`config.mk`:
```
export PLATFORM = sky130hd
export DESIGN_NAME = alc_front
export DESIGN_NICKNAME = d
export VERILOG_FILES = /design/src/rtl/core/ambient_light_lux_conversion_macros.svh /design/src/rtl/core/alc_pkg.sv /design/src/rtl/core/alc_front.sv
export SDC_FILE = /design/constraint.sdc
export NUM_CORES = 1
export LEC_CHECK = 0
export BUFFER_PORTS_ARGS = -buffer_cell sky130_fd_sc_hd__buf_2
export CAP_MARGIN = 20
export CORE_UTILIZATION = 35
export DETAILED_ROUTE_END_ITERATION = 12
export PLACE_DENSITY = 0.6
export SLEW_MARGIN = 30
export SYNTH_ARGS = -nofsm -noshare
export SYNTH_HDL_FRONTEND = slang
export SYNTH_SLANG_ARGS = --single-unit
export TNS_END_PERCENT = 50
```
`constraint.sdc`:
```
create_clock -name clk -period 11.5 [get_ports clk]
set_clock_uncertainty 0.05 [all_clocks]
set_input_delay 0.575 -clock clk [delete_from_list [all_inputs] [get_ports clk]]
set_output_delay 0.575 -clock clk [all_outputs]
set_load 0.1 [all_outputs]
```
`src/rtl/core/ambient_light_lux_conversion_macros.svh`:
```
// assertion helpers shared by the lux conversion files
`ifndef AMBIENT_LIGHT_LUX_CONVERSION_MACROS_SVH
`define AMBIENT_LIGHT_LUX_CONVERSION_MACROS_SVH

// same-cycle implication, off during reset
`define ALC_ASSERT_IMP(label, ante, cons, msg) \
  label: assert property (@(posedge clk) disable iff (rst) (ante) |-> (cons)) \
    else $error(msg);

// next-cycle implication, off during reset
`define ALC_ASSERT_NEXT(label, ante, cons, msg) \
  label: assert property (@(posedge clk) disable iff (rst) (ante) |=> (cons)) \
    else $error(msg);

`endif

```
`src/rtl/core/alc_pkg.sv`:
```
package alc_pkg;

  localparam int unsigned POWER_TABLE_ENTRIES = 256;
  localparam int unsigned QUEUE_DEPTH = 4;

  // saturation limits of the short and mid integration modes
  localparam logic [15:0] LIMIT_SHORT = 16'd5047;
  localparam logic [15:0] LIMIT_MID   = 16'd37177;

  // coefficients in q24
  localparam logic [19:0] K_A1 = 20'd510027;
  localparam logic [19:0] K_B1 = 20'd1040187;
  localparam logic [18:0] K_A2 = 19'd375810;
  localparam logic [18:0] K_B2 = 19'd520094;
  localparam logic [18:0] K_A3 = 19'd214748;
  localparam logic [18:0] K_B3 = 19'd256691;
  localparam logic [18:0] K_A4 = 19'd24495;
  localparam logic [18:0] K_B4 = 19'd18790;

  typedef enum logic [2:0] {
    MODE_HI_402 = 3'd0,
    MODE_HI_101 = 3'd1,
    MODE_HI_14  = 3'd2,
    MODE_LO_402 = 3'd3,
    MODE_LO_101 = 3'd4,
    MODE_LO_14  = 3'd5
  } mode_t;

  // which formula a word takes
  typedef enum logic [2:0] {
    REG_POW,
    REG_LIN2,
    REG_LIN3,
    REG_LIN4,
    REG_ZERO
  } region_t;

  typedef struct packed {
    logic        sat;
    region_t     region;
    logic [15:0] bb;
    logic [15:0] ir;
    logic [2:0]  mode;
  } word_t;

  // gain and integration scale in q16
  function automatic logic [24:0] mode_scale(logic [2:0] mode);
    logic [24:0] s;
    case (mode)
      MODE_HI_101: s = 25'd260063;
      MODE_HI_14:  s = 25'd1927529;
      MODE_LO_402: s = 25'd1048576;
      MODE_LO_101: s = 25'd4161016;
      MODE_LO_14:  s = 25'd30840471;
      default:     s = 25'd65536;
    endcase
    return s;
  endfunction

  // largest v with v^5 * den^7 <= i^7 * 2^80, i.e. 2^16 * (i/den)^1.4
  function automatic logic [15:0] pow_entry(int unsigned i, int unsigned den);
    logic [199:0] lhs;
    logic [199:0] rhs;
    logic [16:0]  lo;
    logic [16:0]  hi;
    logic [16:0]  mid;
    lo  = '0;
    hi  = 17'd65535;
    rhs = 200'd1;
    for (int k = 0; k < 7; k++) rhs = rhs * 200'(i);
    rhs = rhs << 80;
    while (lo < hi) begin
      mid = (lo + hi + 17'd1) >> 1;
      lhs = 200'd1;
      for (int k = 0; k < 5; k++) lhs = lhs * 200'(mid);
      for (int k = 0; k < 7; k++) lhs = lhs * 200'(den);
      if (lhs <= rhs) lo = mid;
      else hi = mid - 17'd1;
    end
    return lo[15:0];
  endfunction

endpackage

```
`src/rtl/core/alc_front.sv`:
```
module alc_front (
  input  logic                clk,
  input  logic                rst,
  input  logic                sample_valid,
  output logic                sample_stall,
  input  logic [15:0]         broadband_count,
  input  logic [15:0]         infrared_count,
  input  logic [2:0]          mode,
  output logic                push,
  output alc_pkg::word_t      push_data,
  input  logic                full
);

  alc_pkg::word_t  word_next;
  alc_pkg::word_t  word;
  logic            word_valid;
  logic [15:0]     limit;
  logic            has_limit;

  // saturation limit of the mode
  always_comb begin
    limit     = alc_pkg::LIMIT_MID;
    has_limit = 1'b0;
    case (mode)
      alc_pkg::MODE_HI_101, alc_pkg::MODE_LO_101: begin
        limit     = alc_pkg::LIMIT_MID;
        has_limit = 1'b1;
      end
      alc_pkg::MODE_HI_14, alc_pkg::MODE_LO_14: begin
        limit     = alc_pkg::LIMIT_SHORT;
        has_limit = 1'b1;
      end
      default: has_limit = 1'b0;
    endcase
  end

  // classify by ratio with exact integer compares
  always_comb begin
    word_next.bb   = broadband_count;
    word_next.ir   = infrared_count;
    word_next.mode = mode;
    word_next.sat  = has_limit && (broadband_count > limit || infrared_count > limit);
    if (broadband_count == 16'd0) begin
      word_next.region = alc_pkg::REG_ZERO;
    end else if ({infrared_count, 1'b0} <= {1'b0, broadband_count}) begin
      word_next.region = alc_pkg::REG_POW;
    end else if (23'(infrared_count) * 23'd100 <= 23'(broadband_count) * 23'd61) begin
      word_next.region = alc_pkg::REG_LIN2;
    end else if (19'(infrared_count) * 19'd5 <= 19'(broadband_count) * 19'd4) begin
      word_next.region = alc_pkg::REG_LIN3;
    end else if (20'(infrared_count) * 20'd10 <= 20'(broadband_count) * 20'd13) begin
      word_next.region = alc_pkg::REG_LIN4;
    end else begin
      word_next.region = alc_pkg::REG_ZERO;
    end
  end

  assign sample_stall = word_valid && full;
  assign push         = word_valid && !full;
  assign push_data    = word;

  // front register
  always_ff @(posedge clk) begin
    if (rst) begin
      word_valid <= 1'b0;
    end else if (!sample_stall) begin
      word_valid <= sample_valid;
    end
  end

  always_ff @(posedge clk) begin
    if (!sample_stall) begin
      word <= word_next;
    end
  end

endmodule

```
==> flow_summary.ini <==
[cts]
cts_setup_buffers = 0
cts_resized = 0
clock_latency_ps = 310
clockBufferDepth = 2
clkTransAtPathRegs_ps = 70
h-tree-depth = 2
cts_tree = done
cts_sinks = 40
cts_made_buffers = 5
holdBufCountCts = 0
cts_root_buffer = clkbuf_16

[timing]
period_needed_ps = 6080
max_freq_mhz = 164
min_period_over_period = 0.529
worst_slack_ps = 5420
hold_viol_final = 0
timing.hold.ws_ps = 364
slew_headroom = 0.592
rsz0062_at_grt = no
setup_viol = 0
worst_slew_pin_slew_ps = 612
fin_setup_tns_ps = 0
maxSlewViolCount = 0

[setup_path]
cp.required_ps = 11500
start_kind = input port
worstSetupPathType = input port to register
reg2reg_setup_slack_ps = 10190
cp-end-kind = register
cp.arrival_ps = 6080
cp_max_fo = 9

[die]
initial_core_util = 0.360
chipHeight_um = 164
row_count = 58
core_um2 = 25400
pin_count = 80
die_x_um = 164
dieArea_um2 = 26800

[synth]
synth.distinct_cells = 61
ys_ff_latch = 40
synth_xor_area_frac = 0.0497
synth_area_leaders = ha_1, fa_1, edfxtp_1
syn_avg_cell_area_um2 = 9.45
yosysMostFrequentCell = ha_1
yosysSeqAreaShare = 0.130
synth_cells = 969
synth_edf_count = 39
synthMuxAreaShare = 0.00109
yosysTopAreaCell = ha_1
syn_nets = 1324
synth_compound_area_frac = 0.159
yosys.area_share.simple = 0.109
synth_common_cells = ha_1, inv_1, fa_1
synth_top_area_frac = 0.340
synthAdderAreaFrac = 0.487
dominantRegCellSynth = edfxtp_1
async_reset_ff_frac = 0
synth_area_um2 = 9160
yosysWarnings = 0
synth_top_family_by_area = adder cells

[routing]
drt_iter0_markers = 432
ant_nets = 0
wire_per_inst_um = 16.6
via_per_inst = 5.25
wl_met2_um = 10500
drc = 0
routed_wl_um = 23000
top_layer = met4
met3_length_um = 685
num_vias = 7275
wl_met1_um = 11300
dr.pass1.iters = 4

[placement]
dpl.hpwl_um = 18800
portBuffers = 79
place_congestion = 0.932
preCtsSetupSlack_ps = 5120

[power]
p_per_area_nw_per_um2 = 162
leakage_uw = 0.00518
peakVddDrop_v = 0.0000925

[global_route]
antenna_found_initial = 0
grt_max_degree = 41
grt_pass1_wl_um = 37400
grt_pass1_vias = 7127
grt_overflow = 0
track_usage = 0.181

[min_path]
min_path_type = input port to register

[outcome]
status = complete, no violations

[final_layout]
nets = 1411
syn_to_final_growth_pct = 10.5
drive_above_1_share = 0.102
diodes = 0

[run]
drv_cap = 0
[cell families (layout without fill, tap and decap cells)]
logic type / Yosys count / in the layout
simple gates: 191 / 191
fa+ha+maj: 316 / 316
flops: 40 / 40
compound gates: 213 / 213
buf+inv: 156 / 244
xor+xnor: 52 / 52
mux: 1 / 1
[state kept, by name (all words and copies together) (netlist names)]
| name | cells |
|---|---|
| push_data | 39 |
| word_valid | 1 |
[where the power goes]
part	leakage [uW]	total, uW	switching, uW	internal [uW]
clock	0.0000736	157	76.3	80.6
combinational	0.00469	1300	759	542
sequential	0.000415	184	5.97	178
[cells in the final DEF, fill, tap and decap left out, drive strengths merged, types with 17 or more instances in the layout]
cell,count
ha,249
inv,155
buf,80
fa,67
a21oi,53
o21ai,40
nor2,39
edfxtp,39
nand2,33
a21o,32
xnor2,26
xor2,26
nor3,18
nand4,18
nand3,17
[through the flow]
step                      instance area (um2)  total power [uW]  utilization  instances
after floorplan                          9160              1220            -        969
after global placement                   9970              1470        0.393       1379
after detailed placement                 9970              1480        0.393       1379
after CTS                               10100              1660        0.398       1387
after global routing                    10100              1830        0.398       1387
final                                   10100              1640        0.398       1387
[path summary, 6_finish.rpt]
path                      start  cells after the start             to
max          broadband_count[2]                     23  push_data[37]
min                         rst                      2     word_valid
max reg2reg          word_valid                      2  push_data[14]
min reg2reg          word_valid                      2  push_data[25]
[critical path: stages]
cell and delay, ps:
buf_2 240, inv_1 160, fa_1 520, inv_1 50, fa_1 530, inv_1 50, fa_1 530, inv_1 40
ha_1 330, nor2b_1 160, o31a_1 280, o41ai_2 340, o211ai_1 230, a311oi_1 310, o21bai_1 120, xnor2_1 130
ha_1 310, a21o_1 200, a211oi_1 280, nand2_1 80, o21ai_0 290, o31a_1 230, o31ai_1 90
[layout make-up]
type	instances	area, um2
clock inverter	3	18.8
tap	330	413
inverter	156	586
sequential	40	1190
multi-input combinational	773	7380
timing repair buffer	80	403
clock buffer	5	125
fill	2556	15300
[metal layers]
metal | vias to the layer above | global-route usage
li1 | 3642 | -
met1 | 3486 | 0.251
met2 | 129 | 0.302
met3 | 18 | 0.0121
met4 | 0 | 0.0501
met5 | - | 0
No activity file was read; power rests on OpenSTA's default activity.
