<file path="src/rtl/core/ambient_light_lux_conversion_macros.svh">
// assertion helpers shared by the lux conversion files
`ifndef AMBIENT_LIGHT_LUX_CONVERSION_MACROS_SVH
`define AMBIENT_LIGHT_LUX_CONVERSION_MACROS_SVH

// same-cycle implication, off during reset
`define ALC_ASSERT_IMP(label, ante, cons, msg) \
  label: assert property (@(posedge clk) disable iff (rst) (ante) |-> (cons)) \
    else $error(msg);

// next-cycle implication, off during reset
`define ALC_ASSERT_NEXT(label, ante, cons, msg) \
  label: assert property (@(posedge clk) disable iff (rst) (ante) |=> (cons)) \
    else $error(msg);

`endif

</file>
<file path="src/rtl/core/alc_pkg.sv">
package alc_pkg;

  localparam int unsigned POWER_TABLE_ENTRIES = 256;
  localparam int unsigned QUEUE_DEPTH = 4;

  // saturation limits of the short and mid integration modes
  localparam logic [15:0] LIMIT_SHORT = 16'd5047;
  localparam logic [15:0] LIMIT_MID   = 16'd37177;

  // coefficients in q24
  localparam logic [19:0] K_A1 = 20'd510027;
  localparam logic [19:0] K_B1 = 20'd1040187;
  localparam logic [18:0] K_A2 = 19'd375810;
  localparam logic [18:0] K_B2 = 19'd520094;
  localparam logic [18:0] K_A3 = 19'd214748;
  localparam logic [18:0] K_B3 = 19'd256691;
  localparam logic [18:0] K_A4 = 19'd24495;
  localparam logic [18:0] K_B4 = 19'd18790;

  typedef enum logic [2:0] {
    MODE_HI_402 = 3'd0,
    MODE_HI_101 = 3'd1,
    MODE_HI_14  = 3'd2,
    MODE_LO_402 = 3'd3,
    MODE_LO_101 = 3'd4,
    MODE_LO_14  = 3'd5
  } mode_t;

  // which formula a word takes
  typedef enum logic [2:0] {
    REG_POW,
    REG_LIN2,
    REG_LIN3,
    REG_LIN4,
    REG_ZERO
  } region_t;

  typedef struct packed {
    logic        sat;
    region_t     region;
    logic [15:0] bb;
    logic [15:0] ir;
    logic [2:0]  mode;
  } word_t;

  // gain and integration scale in q16
  function automatic logic [24:0] mode_scale(logic [2:0] mode);
    logic [24:0] s;
    case (mode)
      MODE_HI_101: s = 25'd260063;
      MODE_HI_14:  s = 25'd1927529;
      MODE_LO_402: s = 25'd1048576;
      MODE_LO_101: s = 25'd4161016;
      MODE_LO_14:  s = 25'd30840471;
      default:     s = 25'd65536;
    endcase
    return s;
  endfunction

  // largest v with v^5 * den^7 <= i^7 * 2^80, i.e. 2^16 * (i/den)^1.4
  function automatic logic [15:0] pow_entry(int unsigned i, int unsigned den);
    logic [199:0] lhs;
    logic [199:0] rhs;
    logic [16:0]  lo;
    logic [16:0]  hi;
    logic [16:0]  mid;
    lo  = '0;
    hi  = 17'd65535;
    rhs = 200'd1;
    for (int k = 0; k < 7; k++) rhs = rhs * 200'(i);
    rhs = rhs << 80;
    while (lo < hi) begin
      mid = (lo + hi + 17'd1) >> 1;
      lhs = 200'd1;
      for (int k = 0; k < 5; k++) lhs = lhs * 200'(mid);
      for (int k = 0; k < 7; k++) lhs = lhs * 200'(den);
      if (lhs <= rhs) lo = mid;
      else hi = mid - 17'd1;
    end
    return lo[15:0];
  endfunction

endpackage

</file>
<file path="src/rtl/core/alc_queue.sv">
`include "ambient_light_lux_conversion_macros.svh"

module alc_queue #(
  parameter int unsigned Width = 8,
  parameter int unsigned Depth = alc_pkg::QUEUE_DEPTH
) (
  input  logic             clk,
  input  logic             rst,
  input  logic             push,
  input  logic [Width-1:0] push_data,
  output logic             full,
  input  logic             pop,
  output logic [Width-1:0] pop_data,
  output logic             head_valid
);

  localparam int unsigned PtrWidth   = (Depth > 1) ? $clog2(Depth) : 1;
  localparam int unsigned CountWidth = $clog2(Depth + 1);
  localparam logic [PtrWidth-1:0]   LastPtr  = PtrWidth'(Depth - 1);
  localparam logic [CountWidth-1:0] FullCnt  = CountWidth'(Depth);

  logic [Width-1:0]      mem [Depth];
  logic [PtrWidth-1:0]   wr_ptr;
  logic [PtrWidth-1:0]   rd_ptr;
  logic [CountWidth-1:0] count;

  assign full       = (count == FullCnt);
  assign head_valid = (count != '0);
  assign pop_data   = mem[rd_ptr];

  // pointers and fill level
  always_ff @(posedge clk) begin
    if (rst) begin
      wr_ptr <= '0;
      rd_ptr <= '0;
      count  <= '0;
    end else begin
      if (push) wr_ptr <= (wr_ptr == LastPtr) ? '0 : wr_ptr + PtrWidth'(1);
      if (pop)  rd_ptr <= (rd_ptr == LastPtr) ? '0 : rd_ptr + PtrWidth'(1);
      if (push && !pop) count <= count + CountWidth'(1);
      else if (pop && !push) count <= count - CountWidth'(1);
    end
  end

  // storage
  always_ff @(posedge clk) begin
    if (push) mem[wr_ptr] <= push_data;
  end

  `ALC_ASSERT_IMP(a_no_overflow, count == FullCnt, !push, "word pushed into full queue")
  `ALC_ASSERT_IMP(a_no_underflow, count == '0, !pop, "word popped from empty queue")

endmodule

</file>
<file path="config.mk">
export PLATFORM = sky130hd
export DESIGN_NAME = alc_queue
export DESIGN_NICKNAME = d
export VERILOG_FILES = /design/src/rtl/core/alc_pkg.sv /design/src/rtl/core/alc_queue.sv
export VERILOG_INCLUDE_DIRS = /design/src /design/src/rtl/core
export SDC_FILE = /design/constraint.sdc
export NUM_CORES = 1
export LEC_CHECK = 0
export BUFFER_PORTS_ARGS = -buffer_cell sky130_fd_sc_hd__buf_2
export CORE_MARGIN = 2
export CORE_UTILIZATION = 40
export CTS_CLUSTER_SIZE = 10
export DETAILED_ROUTE_END_ITERATION = 10
export GPL_TIMING_DRIVEN = 0
export PLACE_DENSITY = 0.64
export SLEW_MARGIN = 15
export SYNTH_ARGS = -nofsm -noshare
export SYNTH_HDL_FRONTEND = slang
export SYNTH_SLANG_ARGS = --single-unit
</file>
<file path="constraint.sdc">
create_clock -name clk -period 3.9 [get_ports clk]
set_input_delay 0.585 -clock clk [delete_from_list [all_inputs] [get_ports clk]]
set_output_delay 0.585 -clock clk [all_outputs]
set_load 0.1 [all_outputs]
</file>
==> out/qor.yml <==
min_path:
  hp-class: "primary input to flip-flop"
  min_from: "push_data[2]"
logic_synthesis:
  syn_area_um2: 1599
  synthTopCellsByArea: "edfxtp_1 (60%), dfxtp_1 (11%), mux4_2 (11%)"
  synthDistinctLibCells: 16
  synth_area_per_cell_um2: 18.59
  synth_most_common_cell: "edfxtp_1"
  ys.flop_type: "edfxtp_1"
  ys_top_cells_by_count: "edfxtp_1 (32), dfxtp_1 (9), mux4_2 (8), nor2_1 (7), ha_1 (6)"
  synth_nets: 105
  netlist_instances: 86
  synth_top_area_frac: 0.6009
  ys_ff_latch: 41
  synth_warnings: 0
  synth-edff-count: 32
  async_flop_share: 0
  ys_seq_area_frac: 0.7136
  synth_top_cell_by_area: "edfxtp_1"
detailed_routing:
  ant_nets: 0
  drc: 0
  drtPass1Iterations: 4
  vias: 803
  wl_per_cell_um: 15.37
  routed_wl_um: 2505
  via_per_inst: 4.926
  drtIter0Drc: 32
floorplanning:
  fp.dieH_um: 67.23
  dieArea_um2: 4519
  pin_count: 22
  start_util: 0.4271
  fp.dieW_um: 67.23
  core-area_um2: 3744
  rows: 22
pwr:
  finalPower_uw: 1117
  swShare: 0.2820
  internal-power_uw: 801.7
  peakVddDrop_v: 0.0002781
  share_seq_of_total_power: 0.457
  p_sw_uw: 314.8
  powerDensity_nw_per_um2: 588.3
  p_leak_uw: 0.0007148
  power_frac_comb: 0.193
  pwr-share-clk: 0.350
run:
  cap_violations: 0
grt:
  grt_pass1_wl_um: 4057
  antenna_found_initial: 0
  gr-total-overflow: 0
  grt.total_usage: 0.1313
  grt_pass1_vias: 829
  grt_max_degree: 14
worst_setup_path:
  worst_setup_path_end_kind: "output pin"
  arrival_ns: 1.61
  cp_slowest_cell: "mux4_2"
  start_kind: "flip-flop"
  worstPathCellList: "buf_6, mux4_2, buf_2"
  path_max_fanout: 8
  crit_required_ns: 3.31
  worstSetupPathType: "flip-flop to output pin"
  timing.rr.start: "count[0]"
  max_stage_delay_ns: 0.52
clock_network:
  clockBufferDepth: 2
  clockRootBuffer: "clkbuf_8"
  hold_buffers: 0
  cts-resized-gates: 0
  h-tree-depth: 2
  cts.sinks: 41
  clk_pin_slew_ns: 0.07
  worstSkewPairLatency_ns: 0.28
  cts_buffers: 5
  cts_tree: "yes"
  post_cts_buffers: 0
timing:
  setup_viol: 0
  whs_ns: 0.5196
  rsz0062_at_grt: "no"
  finalMaxSlewViolations: 0
  fin_crit_ns: 2.197
  fin_worst_skew_ns: 0.002944
  finalSetupTns_ns: 0
  fin_ws_ns: 1.703
  hold_violations: 0
  relSlewSlack: 0.6782
  fmax_mhz: 455.2
  post-route-period-util: 0.5633
  worst_pin_slew_ns: 0.4860
placement:
  pre_cts_slack_ns: 1.795
  routabilityCongestion: 0.6521
  io_buffers: 21
  dp_hpwl_um: 1816
cells_and_area:
  drive_above_1_share: 0.3391
  layout.nets: 133
  fillers: 334
  syn_to_final_growth_pct: 18.70
  n_antenna_cell: 0
run_status:
  outcome: "finished clean"
## layout by cell type, fill, tap and decap left out, drive strengths merged
cell / count
a21oi: 2
and2: 4
buf: 22
bufinv: 2
clkbuf: 6
clkinv: 1
dfxtp: 9
edfxtp: 32
fa: 1
ha: 6
inv: 4
mux2i: 4
mux4: 8
nor2: 7
nor3b: 2
o21ai: 1
or3: 2
xor2: 2
## power groups by stage
stage	Combinational, uW	Sequential (uW)	Clock, uW
6_report	216	510	391
5_1_grt	228	512	422
4_1_cts	219	510	399
3_5_place_dp	219	520	0
3_3_place_gp	212	518	0
2_1_floorplan	181	516	0
## final cells by class
class,count,area (um^2),area share
Multi-Input combinational cell,39,426.7,0.2248
Inverter,4,15.01,0.007910
Clock inverter,3,65.06,0.03428
Sequential cell,41,1141,0.6012
Buffer,2,16.27,0.008570
Timing Repair Buffer,21,105.1,0.05537
Clock buffer,5,68.82,0.03626
Tap cell,48,60.06,0.03164
## final timing paths
check / to / slack, ns / depth (start not counted)
setup / recovery: pop_data[4] / 1.70 / 3
hold / removal: mem[1][2] / 0.52 / 1
setup reg to reg: count[2] / 2.43 / 4
hold reg to reg: count[2] / 0.53 / 2
## per-layer routing
metal / wire [um] / vias up / share of wire / GRT usage
li1: - / 382 / - / -
met1: 1029 / 398 / 0.41 / 0.1522
met2: 1336 / 19 / 0.53 / 0.2228
met3: 117 / 4 / 0.047 / 0.05500
met4: 23 / 0 / 0.0092 / 0.03827
met5: 0 / - / 0 / 0
## worst max-delay path, delay by kind of cell, from the launching register on
kind	cells	cell delay (ns)
flip-flops	1	0.33
buffers and inverters	2	0.47
multiplexers	1	0.52
## kinds of logic (layout without fill, tap and decap cells)
kind of cell	count (synthesis)	after routing	synth area share
buffers and inverters	6	35	0.01956
adders and majority gates	7	7	0.05947
and+or+nand+nor	15	15	0.04929
xor gates and xnor gates	2	2	0.01096
DFF	41	41	0.7136
muxes	12	12	0.1377
AOI/OAI and AO/OA	3	3	0.009387
## registers in the layout, summed over array words and instances (netlist names), named ones only
name,count
count,3
mem,32
rd_ptr,2
wr_ptr,2
## metrics by stage
step	std cells	instance area, um^2	util
5_1_grt	163	1898	0.5070
2_1_floorplan	86	1599	-
6_report	163	1898	0.5070
3_3_place_gp	155	1764	0.4713
4_1_cts	163	1898	0.5070
3_5_place_dp	155	1764	0.4713
(Power assumes the default switching activity.)
